===== config.mk =====
export PLATFORM = sky130hd
export DESIGN_NAME = weighted_scale_pitch_quantizer_top
export DESIGN_NICKNAME = d
export VERILOG_FILES = /design/src/rtl/wspq_pkg.sv /design/src/rtl/weighted_scale_pitch_quantizer_top.sv
export VERILOG_INCLUDE_DIRS = /design/src /design/src/rtl
export SDC_FILE = /design/constraint.sdc
export NUM_CORES = 1
export LEC_CHECK = 0
export ABC_AREA = 1
export ABC_CLOCK_PERIOD_IN_PS = 21900
export BUFFER_PORTS_ARGS = -buffer_cell sky130_fd_sc_hd__clkbuf_2
export CAP_MARGIN = 20
export CORE_MARGIN = 4
export CORE_UTILIZATION = 47
export DETAILED_ROUTE_END_ITERATION = 16
export PLACE_DENSITY = 0.68
export SYNTH_ARGS = -nofsm -noshare
export SYNTH_HDL_FRONTEND = slang
export SYNTH_SLANG_ARGS = --single-unit

===== constraint.sdc =====
create_clock -name i_clk -period 21.9 [get_ports i_clk]
set_clock_uncertainty 0.15 [all_clocks]
set_input_delay 1.095 -clock i_clk [delete_from_list [all_inputs] [get_ports i_clk]]
set_output_delay 1.095 -clock i_clk [all_outputs]
set_load 0.02 [all_outputs]

===== src/rtl/assert_macros.svh =====
// Assertion macros shared by the RTL of the pitch quantizer.
// Clock i_clk and active-low reset i_rst_n are taken from the using module.
`ifndef ASSERT_MACROS_SVH
`define ASSERT_MACROS_SVH
`ifndef SYNTHESIS
`define WSPQ_ASSERT(label, prop) \
    label: assert property (@(posedge i_clk) disable iff (!i_rst_n) prop) \
        else $error("wspq assertion failed");
`define WSPQ_NEVER(label, expr) `WSPQ_ASSERT(label, !(expr))
`else
`define WSPQ_ASSERT(label, prop)
`define WSPQ_NEVER(label, expr)
`endif
`endif


===== src/rtl/wspq_pkg.sv =====
// Constants of the weighted scale pitch quantizer.
// No dependencies; imported by the top level.
`default_nettype none
package wspq_pkg;
    localparam int REG_W        = 54;     // width of one weight register
    localparam int VIN_W        = 16;     // input voltage width
    localparam int VOUT_W       = 14;     // output voltage width
    localparam int SEMI_UNITS   = 256;    // units per semitone
    localparam int OCTAVE_UNITS = 3072;   // units per octave
    localparam int WEIGHT_MAX   = 256;    // weight saturation
    localparam int OUT_MAX      = 15360;  // 5 V
    localparam int CAND_W       = 18;     // signed candidate and difference width
    localparam int DIST_W       = 17;     // unsigned distance width

    localparam logic [1:0] REG_WEIGHTS_LOW  = 2'd0;
    localparam logic [1:0] REG_WEIGHTS_HIGH = 2'd1;
endpackage
`default_nettype wire


===== src/rtl/weighted_scale_pitch_quantizer_top.sv =====
// Weighted scale pitch quantizer: snaps a 1V/oct voltage to a weighted scale.
// Depends on wspq_pkg and assert_macros.svh.
//
// Usage:
//   Input stream s_axis_*: one signed voltage per transfer, 1/3072 V units.
//   Output stream m_axis_*: one quantized voltage per input, 0..15360.
//   Config channel i_cfg_*: index 0 writes weights_low, index 1 weights_high,
//   any other index is ignored; o_cfg_ready is always high. Write only idle.
// Timing:
//   A new voltage scans 3 octaves x SEMITONES semitones, one candidate per
//   cycle through a single distance/cross-multiply/compare unit, then is
//   clamped in ST_FIN and handed to the output register from ST_DONE.
//   The next input is accepted only once the sequencer is back in ST_IDLE.
//   A voltage equal to the previous one skips the scan and goes to ST_DONE.
// Reset:
//   Synchronous, active low. Weights clear to zero, the remembered input
//   becomes -32768 and the remembered output zero.
// Backpressure:
//   The output register holds its transfer while m_axis_tready is low; the
//   next voltage is still accepted and scanned, and its result waits in the
//   sequencer until the output register frees up.
`default_nettype none
`include "assert_macros.svh"
module weighted_scale_pitch_quantizer_top
    import wspq_pkg::*;
#(
    parameter int SEMITONES   = 12,
    parameter int WEIGHT_BITS = 9
) (
    input  wire logic              i_clk,
    input  wire logic              i_rst_n,
    input  wire logic              s_axis_tvalid,
    output logic                   s_axis_tready,
    input  wire logic [15:0]       s_axis_tdata,   // [15:0] voltage_in
    output logic                   m_axis_tvalid,
    input  wire logic              m_axis_tready,
    output logic [15:0]            m_axis_tdata,   // [13:0] voltage_out, [15:14] zero
    input  wire logic              i_cfg_valid,
    output logic                   o_cfg_ready,
    input  wire logic [1:0]        i_cfg_index,
    input  wire logic [REG_W-1:0]  i_cfg_data
);
    localparam int S_W = (SEMITONES > 1) ? $clog2(SEMITONES) : 1;

    localparam logic [1:0] ST_IDLE = 2'd0;
    localparam logic [1:0] ST_SCAN = 2'd1;
    localparam logic [1:0] ST_FIN  = 2'd2;
    localparam logic [1:0] ST_DONE = 2'd3;

    // Step from the top octave of one semitone to the low octave of the next.
    localparam int NEXT_SEMI_STEP = SEMI_UNITS - 2 * OCTAVE_UNITS;

    logic [1:0]              r_state;
    logic [REG_W-1:0]        r_weights_low;
    logic [REG_W-1:0]        r_weights_high;
    logic signed [VIN_W-1:0] r_last_in;
    logic [VOUT_W-1:0]       r_last_out;
    logic signed [VIN_W-1:0] r_vin;
    logic [S_W-1:0]          r_semi;
    logic [1:0]              r_oct;
    logic signed [CAND_W-1:0] r_cand;
    logic                    r_any;
    logic                    r_hit;
    logic                    r_near;
    logic [8:0]              r_hit_w;
    logic [DIST_W-1:0]       r_hit_d;
    logic signed [CAND_W-1:0] r_hit_v;
    logic [DIST_W-1:0]       r_near_d;
    logic signed [CAND_W-1:0] r_near_v;
    logic [VOUT_W-1:0]       r_res;
    logic                    r_out_valid;
    logic [VOUT_W-1:0]       r_out_data;

    // Clamped weight of every implemented semitone.
    logic [8:0] weights [SEMITONES];

    for (genvar k = 0; k < SEMITONES; k++) begin : g_weight
        localparam int SH = (k % 6) * WEIGHT_BITS;
        logic [63:0]            reg_ext;
        logic [WEIGHT_BITS-1:0] field;
        logic [10:0]            field_ext;
        assign reg_ext   = {10'd0, ((k < 6) ? r_weights_low : r_weights_high)};
        assign field     = WEIGHT_BITS'(reg_ext >> SH);
        assign field_ext = 11'(field);
        assign weights[k] = (field_ext > 11'(WEIGHT_MAX)) ? 9'(WEIGHT_MAX) : 9'(field_ext);
    end

    // Octave of the input, truncated toward zero: |v|/3072 = (|v|>>10)/3,
    // the divide by 3 done as *43>>7, exact for quotients up to 32.
    logic signed [VIN_W-1:0]  vin_in;
    logic [VIN_W-1:0]         vin_abs;
    logic [5:0]               kilo;
    logic [11:0]              kilo_x43;
    logic [3:0]               oct_mag;
    logic signed [4:0]        oct_in;
    logic signed [CAND_W-1:0] base_cand;

    assign vin_in   = s_axis_tdata;
    assign vin_abs  = vin_in[VIN_W-1] ? VIN_W'(-$signed({vin_in[VIN_W-1], vin_in}))
                                      : $unsigned(vin_in);
    assign kilo     = vin_abs[VIN_W-1:10];
    assign kilo_x43 = 12'(kilo) * 12'd43;
    assign oct_mag  = kilo_x43[10:7];
    assign oct_in   = vin_in[VIN_W-1] ? -$signed({1'b0, oct_mag}) : $signed({1'b0, oct_mag});
    assign base_cand = CAND_W'((oct_in - 5'sd1) * $signed(CAND_W'(OCTAVE_UNITS)));

    // Shared scan unit: distance, capture test, cross-multiplied score compare.
    logic [8:0]               w_cur;
    logic signed [CAND_W-1:0] diff;
    logic [DIST_W-1:0]        cand_dist;
    logic [26:0]              score_kept;
    logic [26:0]              score_cand;
    logic                     captured;
    logic                     better;
    logic                     closer;
    logic                     scan_last;

    assign w_cur      = weights[r_semi];
    assign diff       = CAND_W'($signed(r_vin)) - r_cand;
    assign cand_dist  = diff[CAND_W-1] ? DIST_W'(-diff) : DIST_W'(diff);
    assign score_kept = 27'(w_cur) * 27'({1'b0, r_hit_d} + 18'd1);
    assign score_cand = 27'(r_hit_w) * 27'({1'b0, cand_dist} + 18'd1);
    assign captured   = ({8'd0, w_cur} >= cand_dist) && (w_cur != 9'd0);
    assign better     = !r_hit || (score_kept > score_cand);
    assign closer     = !r_near || (cand_dist < r_near_d);
    assign scan_last  = (r_semi == S_W'(SEMITONES - 1)) && (r_oct == 2'd2);

    // Final selection and 0..5 V clamp.
    logic signed [CAND_W-1:0] pick;
    logic [VOUT_W-1:0]        clamped;

    always_comb begin
        priority if (!r_any) begin
            pick = CAND_W'(r_vin);
        end else if (r_hit) begin
            pick = r_hit_v;
        end else begin
            pick = r_near_v;
        end
        priority if (pick < 0) begin
            clamped = '0;
        end else if (pick > CAND_W'(OUT_MAX)) begin
            clamped = VOUT_W'(OUT_MAX);
        end else begin
            clamped = VOUT_W'(pick);
        end
    end

    logic in_xfer;
    logic out_free;
    assign in_xfer  = s_axis_tvalid && s_axis_tready;
    assign out_free = !r_out_valid || m_axis_tready;

    assign s_axis_tready = (r_state == ST_IDLE);
    assign o_cfg_ready   = 1'b1;
    assign m_axis_tvalid = r_out_valid;
    assign m_axis_tdata  = {2'b00, r_out_data};

    // Configuration writes.
    always_ff @(posedge i_clk) begin
        if (!i_rst_n) begin
            r_weights_low  <= '0;
            r_weights_high <= '0;
        end else if (i_cfg_valid) begin
            unique case (i_cfg_index)
                REG_WEIGHTS_LOW:  r_weights_low  <= i_cfg_data;
                REG_WEIGHTS_HIGH: r_weights_high <= i_cfg_data;
                default: ;
            endcase
        end
    end

    // Sequencer.
    always_ff @(posedge i_clk) begin
        if (!i_rst_n) begin
            r_state    <= ST_IDLE;
            r_last_in  <= VIN_W'(-32768);
            r_last_out <= '0;
            r_any      <= 1'b0;
            r_hit      <= 1'b0;
            r_near     <= 1'b0;
        end else begin
            unique case (r_state)
                ST_IDLE: begin
                    if (in_xfer) begin
                        if (vin_in == r_last_in) begin
                            // Same voltage again: replay the stored result.
                            r_res   <= r_last_out;
                            r_state <= ST_DONE;
                        end else begin
                            r_last_in <= vin_in;
                            r_vin     <= vin_in;
                            r_cand    <= base_cand;
                            r_semi    <= '0;
                            r_oct     <= 2'd0;
                            r_any     <= 1'b0;
                            r_hit     <= 1'b0;
                            r_near    <= 1'b0;
                            r_state   <= ST_SCAN;
                        end
                    end
                end
                ST_SCAN: begin
                    if (w_cur != 9'd0) begin
                        r_any <= 1'b1;
                        if (captured && better) begin
                            r_hit   <= 1'b1;
                            r_hit_w <= w_cur;
                            r_hit_d <= cand_dist;
                            r_hit_v <= r_cand;
                        end
                        if (closer) begin
                            r_near   <= 1'b1;
                            r_near_d <= cand_dist;
                            r_near_v <= r_cand;
                        end
                    end
                    // Advance octave first, then semitone.
                    if (r_oct == 2'd2) begin
                        r_oct  <= 2'd0;
                        r_semi <= r_semi + S_W'(1);
                        r_cand <= r_cand + CAND_W'(NEXT_SEMI_STEP);
                    end else begin
                        r_oct  <= r_oct + 2'd1;
                        r_cand <= r_cand + CAND_W'(OCTAVE_UNITS);
                    end
                    if (scan_last) begin
                        r_state <= ST_FIN;
                    end
                end
                ST_FIN: begin
                    r_res      <= clamped;
                    r_last_out <= clamped;
                    r_state    <= ST_DONE;
                end
                ST_DONE: begin
                    if (out_free) begin
                        r_state <= ST_IDLE;
                    end
                end
                default: r_state <= ST_IDLE;
            endcase
        end
    end

    // Output register.
    always_ff @(posedge i_clk) begin
        if (!i_rst_n) begin
            r_out_valid <= 1'b0;
        end else if (r_state == ST_DONE && out_free) begin
            r_out_valid <= 1'b1;
            r_out_data  <= r_res;
        end else if (m_axis_tready) begin
            r_out_valid <= 1'b0;
        end
    end

    `WSPQ_ASSERT(a_done_loads_out, (r_state == ST_DONE && out_free) |=> r_out_valid)
    `WSPQ_ASSERT(a_accept_leaves_idle, in_xfer |=> (r_state != ST_IDLE))
    `WSPQ_NEVER(a_out_in_range, r_out_valid && (r_out_data > VOUT_W'(OUT_MAX)))
    `WSPQ_NEVER(a_hit_within_radius, r_hit && (r_hit_d > DIST_W'(r_hit_w)))

endmodule
`default_nettype wire

* Yosys cells after proc, flatten, opt, wreduce, memory -nomap -nowiden
Cells that the tools add are included.
** Operators by class
- Add/sub/neg operators :: 11
- $mul :: 4
- Order comparisons :: 18
- Equal/unequal tests :: 16
- Multiplexer cells :: 54
- Bitwise gates (word level) :: 2
- Reductions and logical operators :: 31
** Operators with widths (number)
- 9-bit two-way mux :: 14
- 9-bit greater-than comparator (second input constant) :: 12
- 18-bit two-way mux :: 5
- 14-bit two-way mux :: 4
- 9-bit by 18-bit multiplier with 27-bit output :: 2
- 17-bit by 1-bit adder with 18-bit output (second input constant) :: 2
- 9-bit binary-select mux with 4-bit select :: 1
- 18-bit case mux with 2 select lines :: 1
- 14-bit case mux with 2 select lines :: 1
- 27-bit greater-than comparator :: 1
- 4-bit AND reduction :: 6
- 18-bit by 13-bit adder with 18-bit output (second input constant) :: 1
- 18-bit by 14-bit adder with 18-bit output (second input constant) :: 1
- 18-bit by 15-bit greater-than comparator with 1-bit output (second input constant) :: 1
- 18-bit by 1-bit less-than comparator with 1-bit output (second input constant) :: 1
- 16-bit by 18-bit subtractor with 18-bit output :: 1
- 9-bit by 17-bit >= comparator with 1-bit output :: 1
- 17-bit less-than comparator :: 1
- 17-bit two-way mux :: 1
- 17-bit negation :: 1
- 16-bit == test :: 1
- 16-bit two-way mux :: 1
- 16-bit negation :: 1
- 5-bit AND reduction :: 3
- 30 further kinds :: 72
** Storage, ports and cells
- Flip-flop bits (word level) :: 291
- Bits of input ports :: 77
- Word-level logic and storage cells :: 156

* Depth between registers and ports, before layout
- Depth in word-level cells :: 12
- Mapped depth :: 56
- Mapped depth without buffers :: 55

* Worst setup path before layout
No wires, ideal clock.
- Path type :: reg2reg
- From :: register r_cand[10]
- To :: register r_hit_d[0], enable pin
- Library setup time :: 0.429 ns
- Data arrival time :: 9.482 ns
- Required time :: 21.321 ns
- Path slack :: 11.839 ns
- Cell stages (with the launch flop) :: 47
- Buffers on the path :: 1
- Clock period less this slack :: 10.061 ns
- Cells stage by stage :: edfxtp_1 > inv_1 > ha_1 > a21oi_1 > or2_1 > nand2_1 > nand2_1 > nand3_1 > nand2_1 > nand2_4 > inv_4 > buf_6 > o21a_4 > inv_1 > ha_1 > inv_1 > nor2_4 > nand2_1 > [11 not listed] > o21a_1 > nand2_1 > a31oi_1 > o21ai_0 > a21boi_0 > o21ai_0 > a21oi_1 > o21ai_0 > xor2_1 > ha_1 > nand4_1 > nor3_1 > nand4_1 > nand2_1 > a21oi_1 > inv_1 > nand4_1 > nor2_1
** Between the ends
- Elaborated cells on any way between the ends :: 11
- Classes of those cells :: add/sub (3); mul (1); order compare (2); mux (1); reduce/logical (4)
** RTL lines
- start, declared :: RTL line weighted_scale_pitch_quantizer_top.sv:61 : logic signed [CAND_W-1:0] r_cand;
- start signal, assigned :: RTL line weighted_scale_pitch_quantizer_top.sv:193 : r_cand <= base_cand;
- start signal, assigned :: RTL line weighted_scale_pitch_quantizer_top.sv:222 : r_cand <= r_cand + CAND_W'(NEXT_SEMI_STEP);
- start signal, assigned :: RTL line weighted_scale_pitch_quantizer_top.sv:225 : r_cand <= r_cand + CAND_W'(OCTAVE_UNITS);
- 16-bit by 18-bit subtractor with 18-bit output (*) :: RTL line weighted_scale_pitch_quantizer_top.sv:119 : assign diff = CAND_W'($signed(r_vin)) - r_cand;
- 17-bit two-way mux (*) :: RTL line weighted_scale_pitch_quantizer_top.sv:120 : assign cand_dist = diff[CAND_W-1] ? DIST_W'(-diff) : DIST_W'(diff);
- named net cand_dist[1] :: RTL line weighted_scale_pitch_quantizer_top.sv:110 : logic [DIST_W-1:0] cand_dist;
- 17-bit by 1-bit adder with 18-bit output :: RTL line weighted_scale_pitch_quantizer_top.sv:122 : assign score_cand = 27'(r_hit_w) * 27'({1'b0, cand_dist} + 18'd1);
- 9-bit by 18-bit multiplier with 27-bit output :: RTL line weighted_scale_pitch_quantizer_top.sv:122
- 27-bit greater-than comparator :: RTL line weighted_scale_pitch_quantizer_top.sv:124 : assign better = !r_hit || (score_kept > score_cand);
- 1-bit logical OR :: RTL line weighted_scale_pitch_quantizer_top.sv:124
- 1-bit logical AND (*) :: RTL line weighted_scale_pitch_quantizer_top.sv:206 : if (captured && better) begin
- 4-bit AND reduction (no source line) (*)
- end signal, assigned :: RTL line weighted_scale_pitch_quantizer_top.sv:209 : r_hit_d <= cand_dist;
- end, declared :: RTL line weighted_scale_pitch_quantizer_top.sv:66 : logic [DIST_W-1:0] r_hit_d;
The timed path passes the listed nets; every way through them passes the cells marked *.
A chain may end at the register's enable or synchronous reset.

* Worst setup path after layout
- From :: register r_semi[1]
- To :: register r_hit_v[14], enable pin
** Between the ends
- Cells in the longest elaborated chain, start to end :: 9
- Elaborated cells on any way between the ends :: 12
- Classes of those cells :: mul (1); order compare (2); mux (3); bitwise (1); reduce/logical (5)
** Ends and longest elaborated chain
- start, declared :: RTL line weighted_scale_pitch_quantizer_top.sv:59 : logic [S_W-1:0] r_semi;
- start signal, assigned :: RTL line weighted_scale_pitch_quantizer_top.sv:221 : r_semi <= r_semi + S_W'(1);
- 4-bit NOT with 5-bit output (not written as such) (*) :: RTL line weighted_scale_pitch_quantizer_top.sv:118 : assign w_cur = weights[r_semi];
- 9-bit binary-select mux with 4-bit select (*) :: RTL line weighted_scale_pitch_quantizer_top.sv:118
- 9-bit two-way mux (not written as such) (*) (2 in series) :: RTL line weighted_scale_pitch_quantizer_top.sv:118
- 9-bit by 18-bit multiplier with 27-bit output :: RTL line weighted_scale_pitch_quantizer_top.sv:121 : assign score_kept = 27'(w_cur) * 27'({1'b0, r_hit_d} + 18'd1);
- 27-bit greater-than comparator :: RTL line weighted_scale_pitch_quantizer_top.sv:124
- 1-bit logical OR :: RTL line weighted_scale_pitch_quantizer_top.sv:124
- 1-bit logical AND :: RTL line weighted_scale_pitch_quantizer_top.sv:206
- 4-bit AND reduction (no source line) (*)
- end signal, assigned :: RTL line weighted_scale_pitch_quantizer_top.sv:210 : r_hit_v <= r_cand;
- end, declared :: RTL line weighted_scale_pitch_quantizer_top.sv:67 : logic signed [CAND_W-1:0] r_hit_v;
Every way passes the cells marked *; elsewhere a longest branch is shown, timed or not. The select of a mux whose other input is x is not followed.

==> impl_metrics.json <==
{
  "synth_top_family_by_area": "adder cells",
  "vias": 20300,
  "crit_fanout": 22,
  "cts_buffers": 27,
  "critPathMostFrequentCell": "inv_1",
  "clkSinkCount": 267,
  "synthXorXnorAreaFrac": 0.0360,
  "grt_pass1_vias": 20000,
  "antenna_cells": 0,
  "max-slew-margin-rel": 0.283,
  "netlist_area_mm2": 0.0247,
  "critPathLaunchType": "flop",
  "rsz0062_at_grt": "no",
  "drtIter0Drc": 1541,
  "synthSimpleGateAreaFrac": 0.185,
  "crit_path_end_kind": "flop",
  "htree_levels": 1,
  "final_common_cell": "inv_1",
  "port_buffers": 92,
  "cts_post_setup_buffers_inserted": 0,
  "period_share": 0.479,
  "cts_buffer_depth": 3,
  "wire_per_inst_um": 16.7,
  "synth_fa_ha_area_frac": 0.290,
  "rows": 83,
  "ff2ff_setup_slack_ns": 11.40,
  "status": "finished, final reports clean",
  "num_io_pins": 96,
  "setup_viol": 0,
  "syn_inst": 3087,
  "fillers": 5000,
  "grt_pass1_wl_mm": 104,
  "worst-path-buf-inv": 7,
  "slowest_delay_ns": 0.77,
  "worstHoldPathType": "flop to flop",
  "synth_cell_types": 61,
  "dr.pass1.iters": 8,
  "hold_violations": 0,
  "die_area_mm2": 0.0563,
  "avgViaCountPerCell": 5.29,
  "yosysWarnings": 0,
  "track_usage": 0.225,
  "ys_seq_area_frac": 0.266,
  "drive_gt1_frac": 0.0713,
  "slew_violations": 0,
  "synth-compound-area-share": 0.115,
  "cts_hold_buf": 0,
  "start_util": 0.478,
  "postCtsResizedCells": 0,
  "fin_crit_ns": 10.50,
  "die_y_um": 237,
  "fmax_mhz": 95.2,
  "clock_latency_ns": 0.56,
  "path_delay_family": "simple AND/OR/NAND/NOR gates",
  "path_class": "flop to flop",
  "coreArea_mm2": 0.0517,
  "avgSynthCellArea_um2": 8.00,
  "antenna_found_initial": 0,
  "fin_tns_setup_ns": 0,
  "dpl.hpwl_mm": 50.0,
  "fin_nets": 3646,
  "routed_wl_mm": 64.0,
  "synth-seq-cells": 267,
  "max_cap_violations": 0,
  "die_w_um": 237,
  "slowest_stage": "edfxtp_1",
  "grt_max_degree": 114,
  "drc": 0,
  "yosys-mux-area-fraction": 0,
  "critPathArrivalTime_ns": 10.60,
  "area_delta_synth_final_pct": 8.33,
  "place.gp.congestion": 0.950,
  "path_clk_slew_ns": 0.07,
  "grt_overflow": 0,
  "cts_root_buf": "clkbuf_16",
  "cts_tree": "done",
  "worstMarginPinSlew_ns": 1.07,
  "antenna_left": 0,
  "cp.required_ns": 22.00,
  "final_cell_mix": "588 x inv_1, 499 x nand2_1, 325 x nor2_1"
}
==> sequential cells by signal (all words and copies together), names as in the netlist, 2 cells and up <==
register	count
r_cand	10
r_hit_d	17
r_hit_v	10
r_hit_w	9
r_last_in	16
r_last_out	14
r_near_d	17
r_near_v	10
r_oct	2
r_out_data	14
r_res	14
r_semi	4
r_state	2
r_vin	16
r_weights_high	54
r_weights_low	54
==> final cells by class <==
type                    count  area [um2]  share of cell area
multi-input cells        2118       15500               0.579
flip-flops and latches    267        6580               0.246
inverters                 613        2300              0.0861
well taps                 680         851              0.0318
clock buffers              30         697              0.0260
repair buffers            109         612              0.0229
clock inverters            20         231             0.00865
==> cell families (layout without fill, tap and decap cells) <==
group	Yosys count	after routing
buffers and inverters	703	772
AOI/OAI and AO/OA	514	514
adders and majority gates	433	433
and+or+nand+nor	1076	1076
DFF	267	267
xor gates and xnor gates	92	92
other	2	3
==> worst register-to-register path: cells and delay by family, from the launching register on <==
family	cells	cell delay (ns)
and+or+nand+nor	11	2.70
xor gates and xnor gates	1	0.14
adders and majority gates	6	2.63
buffers and inverters	7	1.63
DFF	1	0.77
AOI/OAI and AO/OA	10	2.15
==> synth_stat cells (all sizes together) <==
cell type | number | area (um2)
inv | 600 | 2250
nand2 | 511 | 1950
nor2 | 335 | 1300
fa | 232 | 4640
o21ai | 219 | 1100
ha | 201 | 2510
a21oi | 197 | 986
dfxtp | 144 | 2880
nand3 | 133 | 688
edfxtp | 123 | 3690
clkbuf | 81 | 304
xor2 | 72 | 713
nand4 | 43 | 282
nor3 | 26 | 161
xnor2 | 20 | 175
o22ai | 16 | 100
a31oi | 15 | 93.8
clkinv | 13 | 48.8
o221ai | 12 | 105
o211ai | 11 | 82.6
or2 | 11 | 71.3
nor4 | 10 | 62.6
buf | 9 | 57.6
a211oi | 8 | 60.1
a221oi | 7 | 61.3
a21boi | 5 | 37.5
o21bai | 5 | 37.5
o311ai | 5 | 43.8
nand3b | 4 | 30.0
o21a | 4 | 37.5
o31ai | 4 | 30.0
conb | 2 | 7.51
nor3b | 2 | 15.0
o32ai | 2 | 17.5
a2111oi | 1 | 8.76
a31o | 1 | 8.76
and2 | 1 | 6.26
o2111ai | 1 | 8.76
o211a | 1 | 10.0
==> through the flow <==
stage / utilization / hold WS [ns] / setup WS (ns) / area, um2 / std cells
floorplan: - / 0.250 / 11.84 / 24700 / 3088
global placement: 0.499 / 0.255 / 11.61 / 25800 / 3785
detailed placement: 0.499 / 0.259 / 11.31 / 25800 / 3786
CTS: 0.517 / 0.281 / 11.30 / 26700 / 3836
global route: 0.517 / 0.283 / 10.52 / 26800 / 3837
finish: 0.517 / 0.279 / 11.40 / 26800 / 3837
==> layer usage <==
layer,vias up,part of all wire,track usage
met1,9645,0.44,0.311
met2,636,0.48,0.379
met5,-,0,0
met3,87,0.060,0.0251
li1,9936,-,-
met4,0,0.025,0.0598
==> worst paths after layout <==
kind | to | cells after the start | startpoint
max | r_hit_v[14] | 35 | r_semi[1]
min | r_out_data[6] | 0 | r_res[6]
max reg2reg | r_hit_v[14] | 35 | r_semi[1]
min reg2reg | r_out_data[6] | 0 | r_res[6]
Power is not shown: default switching activity piles up to over one toggle a cycle in this logic, so the estimate is an artifact.
